==> src/hdl/pfba_pkg.sv <==
package pfba_pkg;

  localparam int unsigned FRAMES_DEF  = 4096;
  localparam int unsigned REGIONS_DEF = 4;
  localparam int unsigned REGIONS_MAX = 4;
  localparam int unsigned FRAME_W     = 20;
  localparam int unsigned COUNT_W     = 21;
  localparam int unsigned END_W       = 22;
  localparam int unsigned WORD_W      = 32;
  localparam int unsigned BIT_W       = 5;
  localparam int unsigned CFG_IDX_W   = 4;
  localparam int unsigned CFG_DATA_W  = 21;
  localparam int unsigned CFG_REGS    = 2 * REGIONS_MAX;

  localparam logic REG_BASE   = 1'b0;
  localparam logic REG_FRAMES = 1'b1;

  localparam logic OP_ALLOC = 1'b0;
  localparam logic OP_FREE  = 1'b1;

  typedef enum logic [1:0] {
    ST_OK          = 2'd0,
    ST_NO_FRAME    = 2'd1,
    ST_RESERVED    = 2'd2,
    ST_DOUBLE_FREE = 2'd3
  } status_t;

  typedef struct packed {
    logic clr_step;
    logic load_item;
    logic scan_start;
    logic scan_issue;
    logic alloc_check;
    logic free_read;
    logic free_check;
    logic out_load;
  } dp_cmd_t;

  typedef struct packed {
    logic clr_last;
    logic in_op;
    logic issue_done;
    logic chk_valid;
    logic found;
    logic chk_last;
    logic out_free;
  } dp_stat_t;

  function automatic logic [WORD_W-1:0] ge_mask(input logic [BIT_W-1:0] b);
    ge_mask = {WORD_W{1'b1}} << b;
  endfunction

  function automatic logic [WORD_W-1:0] lt_mask(input logic [BIT_W-1:0] b);
    lt_mask = ~({WORD_W{1'b1}} << b);
  endfunction

endpackage

==> src/hdl/pfba_ctrl.sv <==
module pfba_ctrl (
  input  logic               clk,
  input  logic               rst,
  input  logic               in_valid,
  output logic               in_ready,
  input  pfba_pkg::dp_stat_t stat,
  output pfba_pkg::dp_cmd_t  cmd
);
  import pfba_pkg::*;

  typedef enum logic [2:0] {
    S_CLEAR,
    S_IDLE,
    S_ALLOC,
    S_FREE_RD,
    S_FREE_CHK,
    S_DONE
  } state_t;

  state_t state;
  state_t state_next;

  assign in_ready = (state == S_IDLE);

  always_comb begin
    cmd        = '0;
    state_next = state;
    unique case (state)
      S_CLEAR: begin
        cmd.clr_step = 1'b1;
        if (stat.clr_last) begin
          state_next = S_IDLE;
        end
      end
      S_IDLE: begin
        if (in_valid) begin
          cmd.load_item = 1'b1;
          if (stat.in_op == OP_FREE) begin
            state_next = S_FREE_RD;
          end else begin
            cmd.scan_start = 1'b1;
            state_next     = S_ALLOC;
          end
        end
      end
      S_ALLOC: begin
        cmd.scan_issue  = !stat.issue_done;
        cmd.alloc_check = stat.chk_valid;
        if (stat.chk_valid && (stat.found || stat.chk_last)) begin
          state_next = S_DONE;
        end
      end
      S_FREE_RD: begin
        cmd.free_read = 1'b1;
        state_next    = S_FREE_CHK;
      end
      S_FREE_CHK: begin
        cmd.free_check = 1'b1;
        state_next     = S_DONE;
      end
      S_DONE: begin
        if (stat.out_free) begin
          cmd.out_load = 1'b1;
          state_next   = S_IDLE;
        end
      end
      default: begin
        state_next = S_IDLE;
      end
    endcase
  end

  always_ff @(posedge clk) begin
    if (rst) begin
      state <= S_CLEAR;
    end else begin
      state <= state_next;
    end
  end

endmodule

==> config.mk <==
export PLATFORM = sky130hd
export DESIGN_NAME = pfba_ctrl
export DESIGN_NICKNAME = d
export VERILOG_FILES = /design/src/hdl/pfba_pkg.sv /design/src/hdl/pfba_ctrl.sv
export SDC_FILE = /design/constraint.sdc
export NUM_CORES = 1
export LEC_CHECK = 0
export BUFFER_PORTS_ARGS = -buffer_cell sky130_fd_sc_hd__buf_2
export CELL_PAD_IN_SITES_DETAIL_PLACEMENT = 0
export CELL_PAD_IN_SITES_GLOBAL_PLACEMENT = 1
export CORE_AREA = 2 2 39 41
export CTS_CLUSTER_SIZE = 28
export DETAILED_ROUTE_END_ITERATION = 7
export DIE_AREA = 0 0 41 43
export HOLD_SLACK_MARGIN = 0.02
export PLACE_DENSITY = 0.64
export SETUP_SLACK_MARGIN = 0.1
export SLEW_MARGIN = 40
export SYNTH_ARGS = -nofsm -noshare
export SYNTH_HDL_FRONTEND = slang
export SYNTH_SLANG_ARGS = --single-unit
==> constraint.sdc <==
create_clock -name clk -period 0.9 [get_ports clk]
set_input_delay 0.135 -clock clk [delete_from_list [all_inputs] [get_ports clk]]
set_output_delay 0.135 -clock clk [all_outputs]
set_load 0.01 [all_outputs]
==> flow_summary.ini <==
[power]
leakage_uw = 0.0002331
power_density_nw_per_um2 = 1314
power.total_uw = 662.5
ir_drop_mv = 0.4516

[routing]
routed_wl_um = 767
drc = 0
ant_nets = 0
wl_per_cell_um = 10.36
vias_per_cell = 4.446
drtPass1Iterations = 2
drt_iter0_drc = 4
vias = 329

[sta]
hold_viol = 0
rsz0062_at_grt = yes
setup_viol = 12
fin_crit_ns = 1.197
slew_headroom_pct = 88.29
fin_skew_ns = 0.002289
clock.fmax_ghz = 0.8354
layout_setup_ws_ns = -0.2971
slew_violations = 0
post-route-period-util_pct = 133.0
worstMarginPinSlew_ns = 0.1707

[floorplanning]
fp.dieW_um = 41
initial_core_util_pct = 19.98
io_pins = 19
rows = 14
die_area_sq_um = 1763
chipHeight_um = 43
core-area_sq_um = 1384

[final_layout]
top_register = state
synthToLayoutAreaGrowth_pct = 82.35
top_regs = state: 3 flops
nFillCells = 150
drive_gt1_share_pct = 72.41
fin_nets = 69
largest_reg_flops = 3
diodes = 0

[synth]
synth_simple_gate_area_share_pct = 39.82
ys_seq_area_share_pct = 21.72
synth_top_area_share_pct = 21.72
synth_top_family_by_area = simple AND/OR/NAND/NOR gates
syn_area_sq_um = 276.5
yosys_warnings = 0
synth_compound_area_share_pct = 23.08
ys_types = 22
syn-num-nets = 42
yosys-top-cells-area = dfxtp_1 22%, nand2b_1 9.0%, o211ai_4 7.7%
synth.avg_cell_area_sq_um = 8.641
synthAdderAreaFrac_pct = 0
synth_xor_area_share_pct = 0
synth_top_area_cell = dfxtp_1
synth_seq_cells = 3
synth_cells = 32
muxShareOfSynthArea_pct = 7.240

[setup_path]
cp-startpoint = state[0]
r2r_cells = 4
r2r-start = state[1]
endpoint_kind = primary output
worstSetupStartpointType = register
slowest_stage = dfxtp_4
max_stage_delay_ns = 0.37
crit_end = cmd[3]
cp.arrival_ns = 1.06
rrSetupSlack_ns = -0.17
cp.required_ns = 0.76
crit_fanout = 7
critPathKind = reg2out
reg2reg_to = state[2]
timing.critical_path.cells = nor2_2 -> and3_1 -> buf_2

[global_routing]
antenna_found_initial = 0
overflow = 0
grt_pass1_wl_um = 1200
grt_max_degree = 8
grt_pass1_vias = 317
grt_use_total_pct = 9.950

[clock_tree]
path_clk_slew_ns = 0.04
hold_buffers = 0
cts_sinks = 3
clockRootBuffer = clkbuf_4
htreeDepth = 1
clk_latency_ns = 0.23
cts_tree = yes
clk_path_buf_depth = 2
cts_buffers = 3

[status]
violations = setup timing
outcome = finished, violations left

[min_path]
hold_class = in2reg

[placed_design]
portBuffers = 18
finalWeightedCongestion = 0.7613
dp_slack_ns = -0.1403
post-dp-hpwl_um = 636.9

[job]
drv_cap = 0
-- repair_timing --
action | 4_1_cts | 5_1_grt
buffers inserted | 1 | 0
gates resized for setup | 10 | 0
pin swaps | 3 | 1
endpoints found under the setup margin | 12 | 12
-- report_power, final --
group,internal (uW),total (uW),switching (uW)
clock,166,233,67.3
combinational,137,252,114
sequential,148,177,29.9
total,451,663,212
-- worst min-delay path by stage --
| stage | startpoint | endpoint | slack, ns | depth (start not counted) |
|---|---|---|---|---|
| 2_1_floorplan | rst | state[1] | 0.19 | 1 |
| 3_3_place_gp | rst | state[1] | 0.34 | 2 |
| 3_5_place_dp | rst | state[1] | 0.34 | 2 |
| 4_1_cts | rst | state[1] | 0.10 | 2 |
| 5_1_grt | rst | state[1] | 0.11 | 2 |
| 6_report | rst | state[1] | 0.11 | 2 |
-- synthesized netlist by cell type --
cell type and count:
nand2_1 1, nor4_1 1, and3_1 1, inv_1 1, and2_1 1, o21bai_1 1
and4_1 1, nand3b_1 1, buf_6 1, a311oi_1 1, nor2b_1 2, o211ai_4 1
buf_4 1, a21oi_1 1, a32oi_1 1, nor3_1 2, nor3b_2 1, dfxtp_1 3
a211oi_2 1, nor2_1 3, nand2b_1 4, mux2i_1 2
-- area by class of cell --
type / count / area, sq um / share of cell area, %
clock buffers: 4 / 26.28 / 5.211
flip-flops and latches: 3 / 71.32 / 14.14
multi-input cells: 26 / 237.7 / 47.15
inverters: 1 / 3.754 / 0.7444
well taps: 16 / 20.02 / 3.970
repair buffers: 24 / 145.1 / 28.78
-- layer usage --
layer | wire length [um] | track usage [%]
met3 | 67 | 3.141
met5 | 0 | 0
met1 | 318 | 10.65
met2 | 381 | 16.88
met4 | 0 | 4.000
-- worst max-delay path: cells and delay by family, from the launching register on --
family	cells	cell delay [ns]
AND/OR/NAND/NOR	2	0.34
flip-flops	1	0.37
buffers and inverters	1	0.12
-- stage by stage --
stage	setup TNS [ns]	hold WS, ns	utilization, %	instances	cell area [sq um]
after floorplan	-0.2739	0.1923	-	32	311.5
after global placement	-1.054	0.3443	31.56	69	436.7
after detailed placement	-0.9275	0.3448	31.56	69	436.7
after CTS	-2.610	0.1012	36.44	74	504.2
after global routing	-3.087	0.1106	36.44	74	504.2
final	-2.478	0.1109	36.44	74	504.2
-- logic make-up (layout without fill, tap and decap cells) --
logic type | after synthesis | count (layout)
and+or+nand+nor | 18 | 18
AOI/OAI and AO/OA | 6 | 6
DFF | 3 | 3
buffers and inverters | 3 | 29
muxes | 2 | 2
-- layout by cell type, fill, tap and decap left out, types with 2 or more instances in the layout --
| master | Yosys | final |
|---|---|---|
| buf_4 | 1 | 5 |
| buf_6 | 1 | 2 |
| nand2b_1 | 4 | 3 |
| buf_2 | 0 | 17 |
| nor3_2 | 0 | 2 |
| clkbuf_4 | 0 | 3 |
| nor2b_1 | 2 | 2 |
| mux2i_1 | 2 | 2 |
| dfxtp_4 | 0 | 3 |
Power figures use the tool's default switching activity.
